$ cat config.mk
export PLATFORM = sky130hd
export DESIGN_NAME = uart_8n1_bit_timed_transceiver
export DESIGN_NICKNAME = d
export VERILOG_FILES = /design/src/uart8n1_pkg.sv /design/src/uart_8n1_bit_timed_transceiver.sv
export VERILOG_INCLUDE_DIRS = /design/src /design/src/src
export SDC_FILE = /design/constraint.sdc
export NUM_CORES = 1
export LEC_CHECK = 0
export BUFFER_PORTS_ARGS = -buffer_cell sky130_fd_sc_hd__buf_4
export CORE_ASPECT_RATIO = 1.5
export CORE_MARGIN = 2
export CORE_UTILIZATION = 63
export DETAILED_ROUTE_END_ITERATION = 12
export PLACE_DENSITY_LB_ADDON = 0.12
export SYNTH_ARGS = -nofsm -noshare
export SYNTH_HDL_FRONTEND = slang
export SYNTH_SLANG_ARGS = --single-unit
$ cat constraint.sdc
create_clock -name clk -period 14.35 [get_ports clk]
set_clock_uncertainty 0.1 [all_clocks]
set_input_delay 1.435 -clock clk [delete_from_list [all_inputs] [get_ports clk]]
set_output_delay 1.435 -clock clk [all_outputs]
set_load 0.1 [all_outputs]
$ cat src/uart_8n1_bit_timed_transceiver_macros.svh
// Assertion macros for the 8N1 transceiver.
// Define NO_ASSERTIONS to compile them out.
`ifndef UART_8N1_BIT_TIMED_TRANSCEIVER_MACROS_SVH
`define UART_8N1_BIT_TIMED_TRANSCEIVER_MACROS_SVH

`ifndef NO_ASSERTIONS

`define UART_ASSERT(lbl, prop, msg) \
    lbl: assert property (@(posedge clk) disable iff (!rst_n) (prop)) else $error(msg);

`define UART_ASSERT_NEXT(lbl, ante, cons, msg) \
    lbl: assert property (@(posedge clk) disable iff (!rst_n) (ante) |=> (cons)) \
        else $error(msg);

`else

`define UART_ASSERT(lbl, prop, msg)

`define UART_ASSERT_NEXT(lbl, ante, cons, msg)

`endif

`endif

$ cat src/uart8n1_pkg.sv
package uart8n1_pkg;

    localparam int unsigned DATA_BITS = 8;
    localparam int unsigned BYTE_W    = 8;

    localparam int unsigned BIT_TICKS_W  = 16;
    localparam int unsigned TIMEOUT_W    = 32;
    localparam int unsigned CFG_DATA_W   = 32;
    localparam int unsigned CFG_INDEX_W  = 2;
    localparam int unsigned TX_PHASE_W   = 4;
    localparam int unsigned RX_BIT_W     = 4;

    localparam logic [BIT_TICKS_W-1:0] BIT_TICKS_RST  = 16'd52;
    localparam logic [TIMEOUT_W-1:0]   RX_TIMEOUT_RST = 32'd1000;

    localparam logic [CFG_INDEX_W-1:0] CFG_BIT_TICKS  = 2'd0;
    localparam logic [CFG_INDEX_W-1:0] CFG_RX_TIMEOUT = 2'd1;

    localparam logic [1:0] CMD_TICK = 2'd0;
    localparam logic [1:0] CMD_SEND = 2'd1;
    localparam logic [1:0] CMD_ARM  = 2'd2;

    localparam logic [1:0] RX_STATUS_OK      = 2'd0;
    localparam logic [1:0] RX_STATUS_FRAME   = 2'd1;
    localparam logic [1:0] RX_STATUS_TIMEOUT = 2'd2;

    localparam logic [TX_PHASE_W-1:0] TX_IDLE       = 4'd0;
    localparam logic [TX_PHASE_W-1:0] TX_START      = 4'd1;
    localparam logic [TX_PHASE_W-1:0] TX_FIRST_DATA = 4'd2;
    localparam logic [TX_PHASE_W-1:0] TX_LAST_DATA  = TX_PHASE_W'(DATA_BITS + 1);
    localparam logic [TX_PHASE_W-1:0] TX_STOP       = TX_PHASE_W'(DATA_BITS + 2);

endpackage

$ cat src/uart_8n1_bit_timed_transceiver.sv
// Chan | Handshake            | Fields
// in   | in_valid, in_stall   | command, tx_byte, rx_level
// out  | out_valid, out_stall | tx_line, tx_active, rx_valid, rx_byte, rx_status, busy_res
// cfg  | cfg_we               | cfg_index, cfg_data
//
// One tick per cycle while in_stall is low; the result is registered and shown in the cycle after acceptance.
// Each tick updates the tx/rx counters in one pass of logic ahead of the output register.
// Input stalls only while a result is held and out_stall is high.
// Reset: line idle high, both engines idle, bit_ticks 52, rx timeout 1000.
`include "uart_8n1_bit_timed_transceiver_macros.svh"

module uart_8n1_bit_timed_transceiver
(
    input  logic                                     clk,
    input  logic                                     rst_n,

    input  logic                                     in_valid,
    output logic                                     in_stall,
    input  logic [1:0]                               command,
    input  logic [uart8n1_pkg::BYTE_W-1:0]           tx_byte,
    input  logic                                     rx_level,

    output logic                                     out_valid,
    input  logic                                     out_stall,
    output logic                                     tx_line,
    output logic                                     tx_active,
    output logic                                     rx_valid,
    output logic [uart8n1_pkg::BYTE_W-1:0]           rx_byte,
    output logic [1:0]                               rx_status,
    output logic                                     busy_res,

    input  logic                                     cfg_we,
    input  logic [uart8n1_pkg::CFG_INDEX_W-1:0]      cfg_index,
    input  logic [uart8n1_pkg::CFG_DATA_W-1:0]       cfg_data
);

    typedef enum logic [1:0]
    {
        RX_IDLE,
        RX_WAIT,
        RX_HALF,
        RX_SAMPLE
    } rx_phase_t;

    logic [uart8n1_pkg::BIT_TICKS_W-1:0] bit_ticks_reg;
    logic [uart8n1_pkg::TIMEOUT_W-1:0]   rx_timeout_reg;

    logic [uart8n1_pkg::BYTE_W-1:0]      tx_shift_reg, tx_shift_next;
    logic [uart8n1_pkg::TX_PHASE_W-1:0]  tx_phase_reg, tx_phase_next;
    logic [uart8n1_pkg::BIT_TICKS_W-1:0] tx_cnt_reg, tx_cnt_next;
    rx_phase_t                           rx_phase_reg, rx_phase_next;
    logic [uart8n1_pkg::BYTE_W-1:0]      rx_shift_reg, rx_shift_next;
    logic [uart8n1_pkg::RX_BIT_W-1:0]    rx_bit_reg, rx_bit_next;
    logic [uart8n1_pkg::BIT_TICKS_W-1:0] rx_cnt_reg, rx_cnt_next;
    logic [uart8n1_pkg::TIMEOUT_W-1:0]   wait_cnt_reg, wait_cnt_next;

    logic                                out_valid_reg, out_valid_next;
    logic                                tx_line_reg, tx_line_next;
    logic                                tx_active_reg, tx_active_next;
    logic                                rx_valid_reg, rx_valid_next;
    logic [uart8n1_pkg::BYTE_W-1:0]      rx_byte_reg, rx_byte_next;
    logic [1:0]                          rx_status_reg, rx_status_next;
    logic                                busy_reg, busy_next;

    logic                                in_fire;
    logic [uart8n1_pkg::BIT_TICKS_W-1:0] period;
    logic [uart8n1_pkg::BIT_TICKS_W-1:0] half_period;
    logic [uart8n1_pkg::BIT_TICKS_W-1:0] tx_cnt_inc;
    logic [uart8n1_pkg::BIT_TICKS_W-1:0] rx_cnt_inc;
    logic [uart8n1_pkg::TIMEOUT_W-1:0]   wait_inc;
    logic [uart8n1_pkg::TX_PHASE_W-1:0]  tx_bit_idx;

    assign in_stall = out_valid_reg && out_stall;
    assign in_fire  = in_valid && !in_stall;

    assign period      = (bit_ticks_reg == '0) ? uart8n1_pkg::BIT_TICKS_W'(1) : bit_ticks_reg;
    assign half_period = period >> 1;

    always_comb
    begin
        tx_shift_next  = tx_shift_reg;
        tx_phase_next  = tx_phase_reg;
        tx_cnt_next    = tx_cnt_reg;
        rx_phase_next  = rx_phase_reg;
        rx_shift_next  = rx_shift_reg;
        rx_bit_next    = rx_bit_reg;
        rx_cnt_next    = rx_cnt_reg;
        wait_cnt_next  = wait_cnt_reg;

        tx_line_next   = 1'b1;
        tx_active_next = 1'b0;
        rx_valid_next  = 1'b0;
        rx_byte_next   = '0;
        rx_status_next = uart8n1_pkg::RX_STATUS_OK;
        busy_next      = (tx_phase_reg != uart8n1_pkg::TX_IDLE) || (rx_phase_reg != RX_IDLE);

        tx_cnt_inc     = '0;
        rx_cnt_inc     = '0;
        wait_inc       = '0;
        tx_bit_idx     = '0;

        if (!busy_next)
        begin
            if (command == uart8n1_pkg::CMD_SEND)
            begin
                tx_shift_next = tx_byte;
                tx_phase_next = uart8n1_pkg::TX_START;
                tx_cnt_next   = '0;
            end
            else if (command == uart8n1_pkg::CMD_ARM)
            begin
                rx_phase_next = RX_WAIT;
                rx_shift_next = '0;
                rx_bit_next   = '0;
                rx_cnt_next   = '0;
                wait_cnt_next = '0;
            end
        end

        // transmitter
        if (tx_phase_next != uart8n1_pkg::TX_IDLE)
        begin
            tx_bit_idx = tx_phase_next - uart8n1_pkg::TX_FIRST_DATA;
            if (tx_phase_next == uart8n1_pkg::TX_START)
                tx_line_next = 1'b0;
            else if (tx_phase_next <= uart8n1_pkg::TX_LAST_DATA)
                tx_line_next = (tx_bit_idx < uart8n1_pkg::TX_PHASE_W'(uart8n1_pkg::BYTE_W))
                             ? tx_shift_next[tx_bit_idx[2:0]] : 1'b0;
            else
                tx_line_next = 1'b1;
            tx_active_next = (tx_phase_next <= uart8n1_pkg::TX_LAST_DATA);
            tx_cnt_inc = tx_cnt_next + uart8n1_pkg::BIT_TICKS_W'(1);
            if (tx_cnt_inc >= period)
            begin
                tx_cnt_next = '0;
                if (tx_phase_next >= uart8n1_pkg::TX_STOP)
                    tx_phase_next = uart8n1_pkg::TX_IDLE;
                else
                    tx_phase_next = tx_phase_next + uart8n1_pkg::TX_PHASE_W'(1);
            end
            else
            begin
                tx_cnt_next = tx_cnt_inc;
            end
        end

        // receiver
        unique case (rx_phase_next)
            RX_IDLE:
            begin
            end
            RX_WAIT:
            begin
                if (!rx_level)
                begin
                    rx_cnt_next   = '0;
                    rx_bit_next   = '0;
                    rx_phase_next = (half_period == '0) ? RX_SAMPLE : RX_HALF;
                end
                else
                begin
                    wait_inc      = wait_cnt_next + uart8n1_pkg::TIMEOUT_W'(1);
                    wait_cnt_next = wait_inc;
                    if (wait_inc >= rx_timeout_reg)
                    begin
                        rx_valid_next  = 1'b1;
                        rx_status_next = uart8n1_pkg::RX_STATUS_TIMEOUT;
                        rx_phase_next  = RX_IDLE;
                    end
                end
            end
            RX_HALF:
            begin
                rx_cnt_inc = rx_cnt_next + uart8n1_pkg::BIT_TICKS_W'(1);
                if (rx_cnt_inc >= half_period)
                begin
                    rx_cnt_next   = '0;
                    rx_phase_next = RX_SAMPLE;
                end
                else
                begin
                    rx_cnt_next = rx_cnt_inc;
                end
            end
            RX_SAMPLE:
            begin
                rx_cnt_inc = rx_cnt_next + uart8n1_pkg::BIT_TICKS_W'(1);
                if (rx_cnt_inc >= period)
                begin
                    rx_cnt_next = '0;
                    if (rx_bit_next < uart8n1_pkg::RX_BIT_W'(uart8n1_pkg::DATA_BITS))
                    begin
                        if (rx_bit_next < uart8n1_pkg::RX_BIT_W'(uart8n1_pkg::BYTE_W))
                            rx_shift_next[rx_bit_next[2:0]] =
                                rx_shift_next[rx_bit_next[2:0]] | rx_level;
                        rx_bit_next = rx_bit_next + uart8n1_pkg::RX_BIT_W'(1);
                    end
                    else
                    begin
                        rx_valid_next  = 1'b1;
                        rx_byte_next   = rx_shift_next;
                        rx_status_next = rx_level ? uart8n1_pkg::RX_STATUS_OK
                                                  : uart8n1_pkg::RX_STATUS_FRAME;
                        rx_phase_next  = RX_IDLE;
                        rx_bit_next    = '0;
                    end
                end
                else
                begin
                    rx_cnt_next = rx_cnt_inc;
                end
            end
        endcase
    end

    always_comb
    begin
        if (in_fire)
            out_valid_next = 1'b1;
        else if (!out_stall)
            out_valid_next = 1'b0;
        else
            out_valid_next = out_valid_reg;
    end

    always_ff @(posedge clk or negedge rst_n)
    begin
        if (!rst_n)
        begin
            bit_ticks_reg  <= uart8n1_pkg::BIT_TICKS_RST;
            rx_timeout_reg <= uart8n1_pkg::RX_TIMEOUT_RST;
            tx_shift_reg   <= '0;
            tx_phase_reg   <= uart8n1_pkg::TX_IDLE;
            tx_cnt_reg     <= '0;
            rx_phase_reg   <= RX_IDLE;
            rx_shift_reg   <= '0;
            rx_bit_reg     <= '0;
            rx_cnt_reg     <= '0;
            wait_cnt_reg   <= '0;
            out_valid_reg  <= 1'b0;
            tx_line_reg    <= 1'b1;
            tx_active_reg  <= 1'b0;
            rx_valid_reg   <= 1'b0;
            rx_byte_reg    <= '0;
            rx_status_reg  <= uart8n1_pkg::RX_STATUS_OK;
            busy_reg       <= 1'b0;
        end
        else
        begin
            if (cfg_we)
            begin
                if (cfg_index == uart8n1_pkg::CFG_BIT_TICKS)
                    bit_ticks_reg <= cfg_data[uart8n1_pkg::BIT_TICKS_W-1:0];
                else if (cfg_index == uart8n1_pkg::CFG_RX_TIMEOUT)
                    rx_timeout_reg <= cfg_data[uart8n1_pkg::TIMEOUT_W-1:0];
            end

            out_valid_reg <= out_valid_next;

            if (in_fire)
            begin
                tx_shift_reg  <= tx_shift_next;
                tx_phase_reg  <= tx_phase_next;
                tx_cnt_reg    <= tx_cnt_next;
                rx_phase_reg  <= rx_phase_next;
                rx_shift_reg  <= rx_shift_next;
                rx_bit_reg    <= rx_bit_next;
                rx_cnt_reg    <= rx_cnt_next;
                wait_cnt_reg  <= wait_cnt_next;
                tx_line_reg   <= tx_line_next;
                tx_active_reg <= tx_active_next;
                rx_valid_reg  <= rx_valid_next;
                rx_byte_reg   <= rx_byte_next;
                rx_status_reg <= rx_status_next;
                busy_reg      <= busy_next;
            end
        end
    end

    assign out_valid = out_valid_reg;
    assign tx_line   = tx_line_reg;
    assign tx_active = tx_active_reg;
    assign rx_valid  = rx_valid_reg;
    assign rx_byte   = rx_byte_reg;
    assign rx_status = rx_status_reg;
    assign busy_res  = busy_reg;

    `UART_ASSERT(a_one_engine,
        !((tx_phase_reg != uart8n1_pkg::TX_IDLE) && (rx_phase_reg != RX_IDLE)),
        "tx and rx engines active together")
    `UART_ASSERT(a_tx_phase_range, tx_phase_reg <= uart8n1_pkg::TX_STOP,
        "tx phase past stop bit")
    `UART_ASSERT(a_timeout_byte,
        !(rx_valid_reg && (rx_status_reg == uart8n1_pkg::RX_STATUS_TIMEOUT))
            || (rx_byte_reg == '0),
        "timeout result carries data")
    `UART_ASSERT_NEXT(a_arm_takes,
        in_fire && !busy_next && (command == uart8n1_pkg::CMD_ARM),
        (rx_phase_reg != RX_IDLE) || rx_valid_reg,
        "arm command lost")
    `UART_ASSERT_NEXT(a_send_takes,
        in_fire && !busy_next && (command == uart8n1_pkg::CMD_SEND),
        (tx_phase_reg != uart8n1_pkg::TX_IDLE) && !tx_line_reg,
        "send command did not start frame")

endmodule

## Word-level counts from Yosys, hierarchy flattened

Index checks and enable logic that the tools add are counted.

- Eq/ne operators: 8
- Multiplexer cells: 75
- Reductions and logical operators: 13
- Order comparisons: 11
- Bitwise operators: 2
- $add $sub $neg: 6

Operators with widths:

| operator | number |
|---|---|
| two-way mux 16 bit | 11 |
| two-way mux 32 bit | 5 |
| two-way mux 8 bit | 11 |
| case mux 16 bit (3 select lines) | 1 |
| two-way mux 4 bit | 11 |
| adder 16 x 1 -> 16 bit, second input constant | 2 |
| adder 32 x 1 -> 32 bit, second input constant | 1 |
| greater-or-equal comparator 16 bit | 2 |
| greater-or-equal comparator 32 bit | 1 |
| zero test 16 bit | 2 |
| two-way mux 2 bit | 10 |
| two-way mux 1 bit | 18 |
| greater-or-equal comparator 16 x 15 -> 1 bit | 1 |
| adder 4 x 1 -> 4 bit, second input constant | 2 |
| bitwise mux 8 bit | 1 |
| less-than comparator 3 x 4 -> 1 bit, second input constant | 2 |
| less-than comparator 4 bit, second input constant | 2 |
| case mux 4 bit (2 select lines) | 1 |
| nonzero test 4 bit | 2 |
| binary-select mux 1 bit (select 3 bit) | 2 |
| == test 2 x 1 -> 1 bit, second input constant | 3 |
| == test 2 bit, second input constant | 3 |
| case mux 2 bit (3 select lines) | 1 |
| == test 4 x 1 -> 1 bit, second input constant | 1 |
| other kinds (17) | 19 |

- Bits in registers: 153
- Output and inout port bits: 16
- Input bits: 50
- Word-level logic and storage cells: 132

## Longest topological paths before layout

Gate-level depths: netlist of the first run.

- Depth in word-level cells: 12
- Gate-level depth with buffers: 22

## Worst setup path before layout of the first run

Ideal clock, no wire load.

- Path type: input-to-reg
- Start: input command[0]
- End: register rx_valid_reg (netlist: rx_valid)
- Library setup time: 67 ps
- Slack: 8937 ps
- Data required time: 14183 ps
- Stages: 20
- Arrival: 5246 ps
- Buffers on the path: 2
- Cells stage by stage: nand4b_1 -> clkbuf_1 -> clkbuf_1 -> and2_1 -> ha_1 -> and3_1 -> nand3_1 -> nor4_1 -> nand2_1 -> nor2_1 -> xnor2_1 -> nor2_1 -> ha_1 -> nand4_1 -> nor4_1 -> o211ai_1 -> a21oi_1 -> nor3_1 -> nor2_1 -> a211o_1

- Longest elaborated chain between the ends: 9
- Elaborated cells on any way between the ends: 26
- Those cells by class: add/sub: 2; order compare: 3; eq/ne: 4; mux: 17

Ends and longest elaborated chain:

| element | RTL line | source |
|---|---|---|
| start: declaration | uart_8n1_bit_timed_transceiver.sv:19 | `input logic [1:0] command,` |
| == test 2 bit | uart_8n1_bit_timed_transceiver.sv:110 | `else if (command == uart8n1_pkg::CMD_ARM)` |
| two-way mux 32 bit | uart_8n1_bit_timed_transceiver.sv:110 |  |
| two-way mux 32 bit | uart_8n1_bit_timed_transceiver.sv:104 | `if (command == uart8n1_pkg::CMD_SEND)` |
| two-way mux 32 bit | uart_8n1_bit_timed_transceiver.sv:102 | `if (!busy_next)` |
| adder 32 x 1 -> 32 bit | uart_8n1_bit_timed_transceiver.sv:162 | `wait_inc = wait_cnt_next + uart8n1_pkg::TIMEOUT_W'(1);` |
| greater-or-equal comparator 32 bit | uart_8n1_bit_timed_transceiver.sv:164 | `if (wait_inc >= rx_timeout_reg)` |
| two-way mux 1 bit | uart_8n1_bit_timed_transceiver.sv:164 |  |
| two-way mux 1 bit | uart_8n1_bit_timed_transceiver.sv:154 | `if (!rx_level)` |
| case mux 1 bit (2 select lines) * | uart_8n1_bit_timed_transceiver.sv:148 | `unique case (rx_phase_next)` |
| end signal: assignment | uart_8n1_bit_timed_transceiver.sv:272 | `rx_valid_reg <= rx_valid_next;` |
| end: declaration | uart_8n1_bit_timed_transceiver.sv:60 | `logic rx_valid_reg, rx_valid_next;` |

Every way passes the cells marked *; elsewhere a longest branch is shown, timed or not.
A chain may end at the register's enable or synchronous reset.

## Worst setup path in the final report of the first run

- Start: input command[1]
- End: register rx_valid_reg (netlist: rx_valid)

Same word-level chain as after synthesis.

==> impl_metrics.toml, run 1 <==
[synthesis]
synth.yosys.warnings = 0
syn_area_per_cell_um2 = 9.21
synth_top_cell_area_share = 0.362
synthDistinctLibCells = 63
synthesis.area_mm2 = 0.00988
yosys.area.top_type = "dfrtp_1"
synthFlopType = "dfrtp_1"
yosysSeqAreaShare = 0.389
synth_seq_cells = 153
netlist_instances = 1073
synth_edf_count = 0
synth_nets = 1212
synthTopCellsByCount = "dfrtp_1, nand2_1, ha_1"
yosysMostFrequentCell = "dfrtp_1"
synthArstFlopShare = 1.00
ys_top_cells_by_area = "dfrtp_1, ha_1, mux2_2"

[clocking]
htreeDepth = 4
cts_resized = 0
cts_buffer_depth = 2
path_clk_slew_ps = 60
cts-hold-fix-buffers = 0
cts_tree = "yes"
clk_latency_ps = 430
cts_made_buffers = 17
root_buffer = "clkbuf_16"
post_cts_buffers = 0
clock_sink_count = 153

[global_routing]
antenna_found_initial = 0
gr-total-overflow = 0
grt_pass1_wl_um = 40400
grt_max_degree = 80
grt_pass1_vias = 8409
grt_use_total = 0.308

[power]
pwr-share-clk = 0.325
powerDensity_mw_per_mm2 = 128
seq_power_share = 0.389
power_w = 0.00142
p_sw_w = 0.000479
power.internal_w = 0.000940
pwr-share-comb = 0.285
total_leakage_power_nw = 5.15
peakVddDrop_mv = 0.0865
netSwitchingFraction = 0.338

[drt]
wire_per_inst_um = 18.6
vias = 8365
antenna_left = 0
totalWireLength_um = 24800
dr.first_iter.drc_count = 444
viasPerCell = 6.26
drcViolationCount = 0
drt_first_pass_iters = 5

[sta]
fin_crit_ps = 5600
slew_headroom = 0.276
finalCritPeriodShare = 0.390
setup_tns_ps = 0
hold_slack_ps = 379
tightest_slew_ps = 1080
max_freq_mhz = 179
finalSetupViolCount = 0
slew_viol_final = 0
grt_setup_unrepaired = "false"
hold_violations = 0

[critical_path]
cp_max_fo = 29
cpMaxStageDelayCell = "nor4_1"
reg2reg_slack_ps = 8920
critPathMaxStageDelay_ps = 750
crit_path_cell_trace = "buf_4 > nand4b_1 > buf_4 > and2_1 > ha_1 > and3_1 > nand3_1 > nor4_1 > nand2_1 > nor2_1 > xnor2_1 > nor2_1 > ha_1 > nand4_1 > nor4_1 > a21oi_1 > nand2_1 > nor3_1 > nor2_1 > a211o_1"
worstSetupStartpointType = "primary input"
worstPathArrival_ps = 5810
r2r_end = "tx_cnt_reg[15]"
regToRegStartpoint = "rx_phase_reg[1]"
crit_required_ps = 14560
rr_worst_depth = 16
critical-path-top-cell-by-count = "nor2_1"
critPathKind = "in2reg"
crit_path_end_kind = "flop"

[finish]
n_antenna_cell = 0
area_growth_pct = 12.6
layout-drive-gt1-share = 0.154
fin_cells = 1336
nets = 1259
nFillCells = 1210

[die]
dieHeight_um = 157
initial_utilization = 0.638
core_area_mm2 = 0.0155
die_w_um = 106
num_rows = 56
die_area_mm2 = 0.0167
num_io_pins = 66

[outcome]
status = "finished clean"

[place]
io_buffer_count = 65
gp_congestion = 0.931
dp.cells = 1304
dp_hpwl_um = 18100

[min_path]
hold_end = "tx_active"
min_from = "tx_active"
min_path_type = "reg2reg"
whs_path_depth = 1

[run]
maxCapViolCount = 0
[power by group through the flow]
stage | Combinational, W | Sequential [W] | Clock (W)
after floorplan | 0.000293 | 0.000549 | 0
after global placement | 0.000389 | 0.000556 | 0
after detailed placement | 0.000403 | 0.000557 | 0
after CTS | 0.000405 | 0.000551 | 0.000466
after global routing | 0.000461 | 0.000561 | 0.000484
final | 0.000405 | 0.000553 | 0.000461
[cells in the final DEF, fill, tap and decap left out, types with 43 or more instances in the layout]
cell | netlist | routed
ha_1 | 89 | 89
dfrtp_1 | 143 | 143
a22o_1 | 43 | 43
mux2_2 | 44 | 44
nor2_1 | 86 | 86
inv_1 | 63 | 63
buf_4 | 0 | 73
o21ai_0 | 86 | 86
nand2_1 | 114 | 114
a21oi_1 | 47 | 47
[cell type report]
type | instances | area, µm² | area share
well taps | 203 | 254 | 0.0228
multi-input cells | 811 | 5630 | 0.506
inverters | 63 | 236 | 0.0213
flip-flops and latches | 153 | 3840 | 0.345
repair buffers | 74 | 559 | 0.0503
clock inverters | 12 | 139 | 0.0125
clock buffers | 20 | 467 | 0.0420
[critical path: cells and delay by family]
family,cells,cell delay [ps]
buffers and inverters,2,460
adders and majority gates,2,540
and+or+nand+nor,13,2870
xor gates and xnor gates,1,140
AOI/OAI and AO/OA,2,360
[per-layer routing]
metal / wire length [µm] / up-vias / track usage
met3: 1050 / 59 / 0.0393
met1: 9600 / 4073 / 0.344
met2: 13200 / 271 / 0.568
met4: 956 / 0 / 0.157
met5: 0 / - / 0
li1: - / 3962 / -
[logic make-up (layout without fill, tap and decap cells)]
| group | Yosys count | after routing | synth area share |
|---|---|---|---|
| simple gates | 353 | 353 | 0.173 |
| compound gates | 257 | 257 | 0.169 |
| flops | 153 | 153 | 0.389 |
| buf+inv | 109 | 169 | 0.0428 |
| fa+ha+maj | 89 | 89 | 0.113 |
| xor+xnor | 64 | 64 | 0.0567 |
| mux | 48 | 48 | 0.0567 |
[metrics by stage]
| stage | area [µm²] | util | worst slack (ps) |
|---|---|---|---|
| 6_report | 11100 | 0.718 | 8750 |
| 5_1_grt | 11100 | 0.718 | 8270 |
| 4_1_cts | 11100 | 0.718 | 8820 |
| 3_5_place_dp | 10500 | 0.679 | 8390 |
| 3_3_place_gp | 10500 | 0.679 | 8500 |
| 2_1_floorplan | 9880 | - | 8940 |
[worst max-delay path by stage]
stage / cells after the start / start / end / slack [ps]
6_report: 20 / command[1] / rx_valid / 8750
4_1_cts: 20 / command[1] / rx_valid / 8820
3_3_place_gp: 19 / command[1] / rx_valid / 8500
5_1_grt: 20 / command[1] / rx_valid / 8270
2_1_floorplan: 20 / command[0] / rx_valid / 8940
3_5_place_dp: 20 / command[1] / rx_valid / 8390
(Power assumes the default switching activity.)
==> run 2: changes to the inputs <==
- CORE_UTILIZATION: 63 -> 62
- clock period: 14.35 -> 5.5 ns (I/O delays scaled with it)
==> run 2 against run 1 <==
  * Wire length decreased by 0.50%
  * Cell count increased by 1.2%
  * First-iteration DRC count increased by 12%
  * Sequential power increased to 2.6 times the previous value
  * Via count increased by 0.45%
  * Combinational power increased to 2.6 times the previous value
  * Global-route usage decreased by 0.15 points
  * Register-to-register slack got worse by 8500 ps
  * Worst setup slack got worse by 8300 ps
  * Sequential cell count unchanged
  * Critical path depth decreased by 4
==> impl_metrics.toml, run 2 (synthesis gave the netlist of run 1 again) <==
[sta]
slew_viol_final = 0
fin_crit_ps = 5050
hold_slack_ps = 144
hold_violations = 0
finalSetupViolCount = 0
finalCritPeriodShare = 0.919
max_freq_mhz = 198
tightest_slew_ps = 1120
setup_tns_ps = 0
grt_setup_unrepaired = "false"
slew_headroom = 0.251

[drt]
totalWireLength_um = 24700
wl_met1_um = 9560
drcViolationCount = 0
antenna_left = 0
topRoutingLayerUsed = "met4"
met3_length_um = 1100
wire_per_inst_um = 18.3
drt_first_pass_iters = 5
vias = 8403
routed-wl-met2_um = 13100
dr.first_iter.drc_count = 498
viasPerCell = 6.22

[critical_path]
worstPathArrival_ps = 5260
cp_max_fo = 15
critPathMaxStageDelay_ps = 690
path_buf_inv = 0
crit_path_cell_trace = "or4_1 > or4_4 > and2_1 > ha_1 > nand3_1 > nor2_1 > and3_4 > and3_1 > xnor2_1 > nor2_1 > ha_1 > and4_1 > o211ai_1 > o31ai_1 > nor2_2 > a22o_1"
worstSetupStartpointType = "flop"
critPathKind = "reg2reg"
crit_required_ps = 5710
cpMaxStageDelayCell = "or4_1"
path_delay_family = "simple AND/OR/NAND/NOR gates"
crit_path_end_kind = "flop"

[place]
dp_hpwl_um = 18100
dp.cells = 1320
io_buffer_count = 65
placed_cell_area_mm2 = 0.0106
gp_congestion = 0.886

[finish]
final_cell_mix = "dfrtp_1, nand2_1, ha_1, buf_4, o21ai_0"
fin_cells = 1352
stdcell_area_mm2 = 0.0113
nets = 1275
layout-drive-gt1-share = 0.167
area_growth_pct = 14.0
final_core_util = 0.720
nFillCells = 1206
layout_commonest_cell = "dfrtp_1"
n_antenna_cell = 0

[power]
peakVddDrop_mv = 0.199
power.internal_w = 0.00248
seq_power_share = 0.386
total_leakage_power_nw = 5.23
pwr-share-comb = 0.288
netSwitchingFraction = 0.331
pwr-share-clk = 0.325
p_sw_w = 0.00123
powerDensity_mw_per_mm2 = 330

[die]
dieHeight_um = 159
die_area_mm2 = 0.0170
die_w_um = 107
num_io_pins = 66
core_area_mm2 = 0.0156
num_rows = 56
initial_utilization = 0.632

[clocking]
cts_tree = "yes"
path_clk_slew_ps = 70
cts_buffer_depth = 2
post_cts_buffers = 0
clock_sink_count = 153
htreeDepth = 4
cts-hold-fix-buffers = 0
cts_made_buffers = 17
clk_latency_ps = 430
root_buffer = "clkbuf_16"

[global_routing]
antenna_found_initial = 0
grt_use_total = 0.306
grt_pass1_vias = 8481
grt_pass1_wl_um = 41000
gr-total-overflow = 0
grt_max_degree = 102

[min_path]
min_path_type = "in2async"

[run]
maxCapViolCount = 0

[outcome]
status = "finished clean"
## run 2: cell types whose count changed in the layout (fill, tap and decap cells not counted), sizes merged
cell	delta
buf	+16
inv	-2
clkinv	-1
clkbuf	+3
## run 2: stage by stage
step                      setup slack [ps]  power [W]
after floorplan                        761    0.00220
after global placement                 454    0.00248
after detailed placement               302    0.00251
after CTS                              270    0.00372
after global routing                  35.9    0.00394
final                                  445    0.00371
## run 2: power groups by stage
stage / Clock (W) / Sequential, W / Combinational (W)
floorplan: 0 / 0.00143 / 0.000764
global placement: 0 / 0.00144 / 0.00103
detailed placement: 0 / 0.00145 / 0.00106
CTS: 0.00122 / 0.00143 / 0.00107
global route: 0.00127 / 0.00145 / 0.00122
finish: 0.00121 / 0.00144 / 0.00107
## run 2: metal layers
layer / GRT usage / vias up
met5: 0 / -
met3: 0.0479 / 73
met2: 0.567 / 274
met1: 0.343 / 4073
met4: 0.137 / 0
li1: - / 3983
## run 2: worst paths after layout
path                                       from                  to  slack, ps  cells past startpoint
worst min-delay path                      rst_n  rx_timeout_reg[15]        140                      1
worst max-delay path            tx_phase_reg[0]      tx_cnt_reg[15]        450                     16
worst max register to register  tx_phase_reg[0]      tx_cnt_reg[15]        450                     16
min in group clk                       in_valid           out_valid        230                      2
worst min register to register        tx_active           tx_active        390                      1
max in group asynchronous                 rst_n     rx_shift_reg[2]       3910                      2
## run 2: area by class of cell
class	count	area [µm²]	area share
clock inverter	9	113	0.0100
sequential	153	3840	0.341
clock buffer	23	498	0.0442
inverter	63	236	0.0210
multi-input combinational	811	5640	0.501
timing repair buffer	90	679	0.0604
tap	203	254	0.0226
## run 2: timing repair
action	in CTS	in global routing
endpoints found under the hold margin	0	0
resized for setup	0	2
endpoints found under the setup margin	0	16
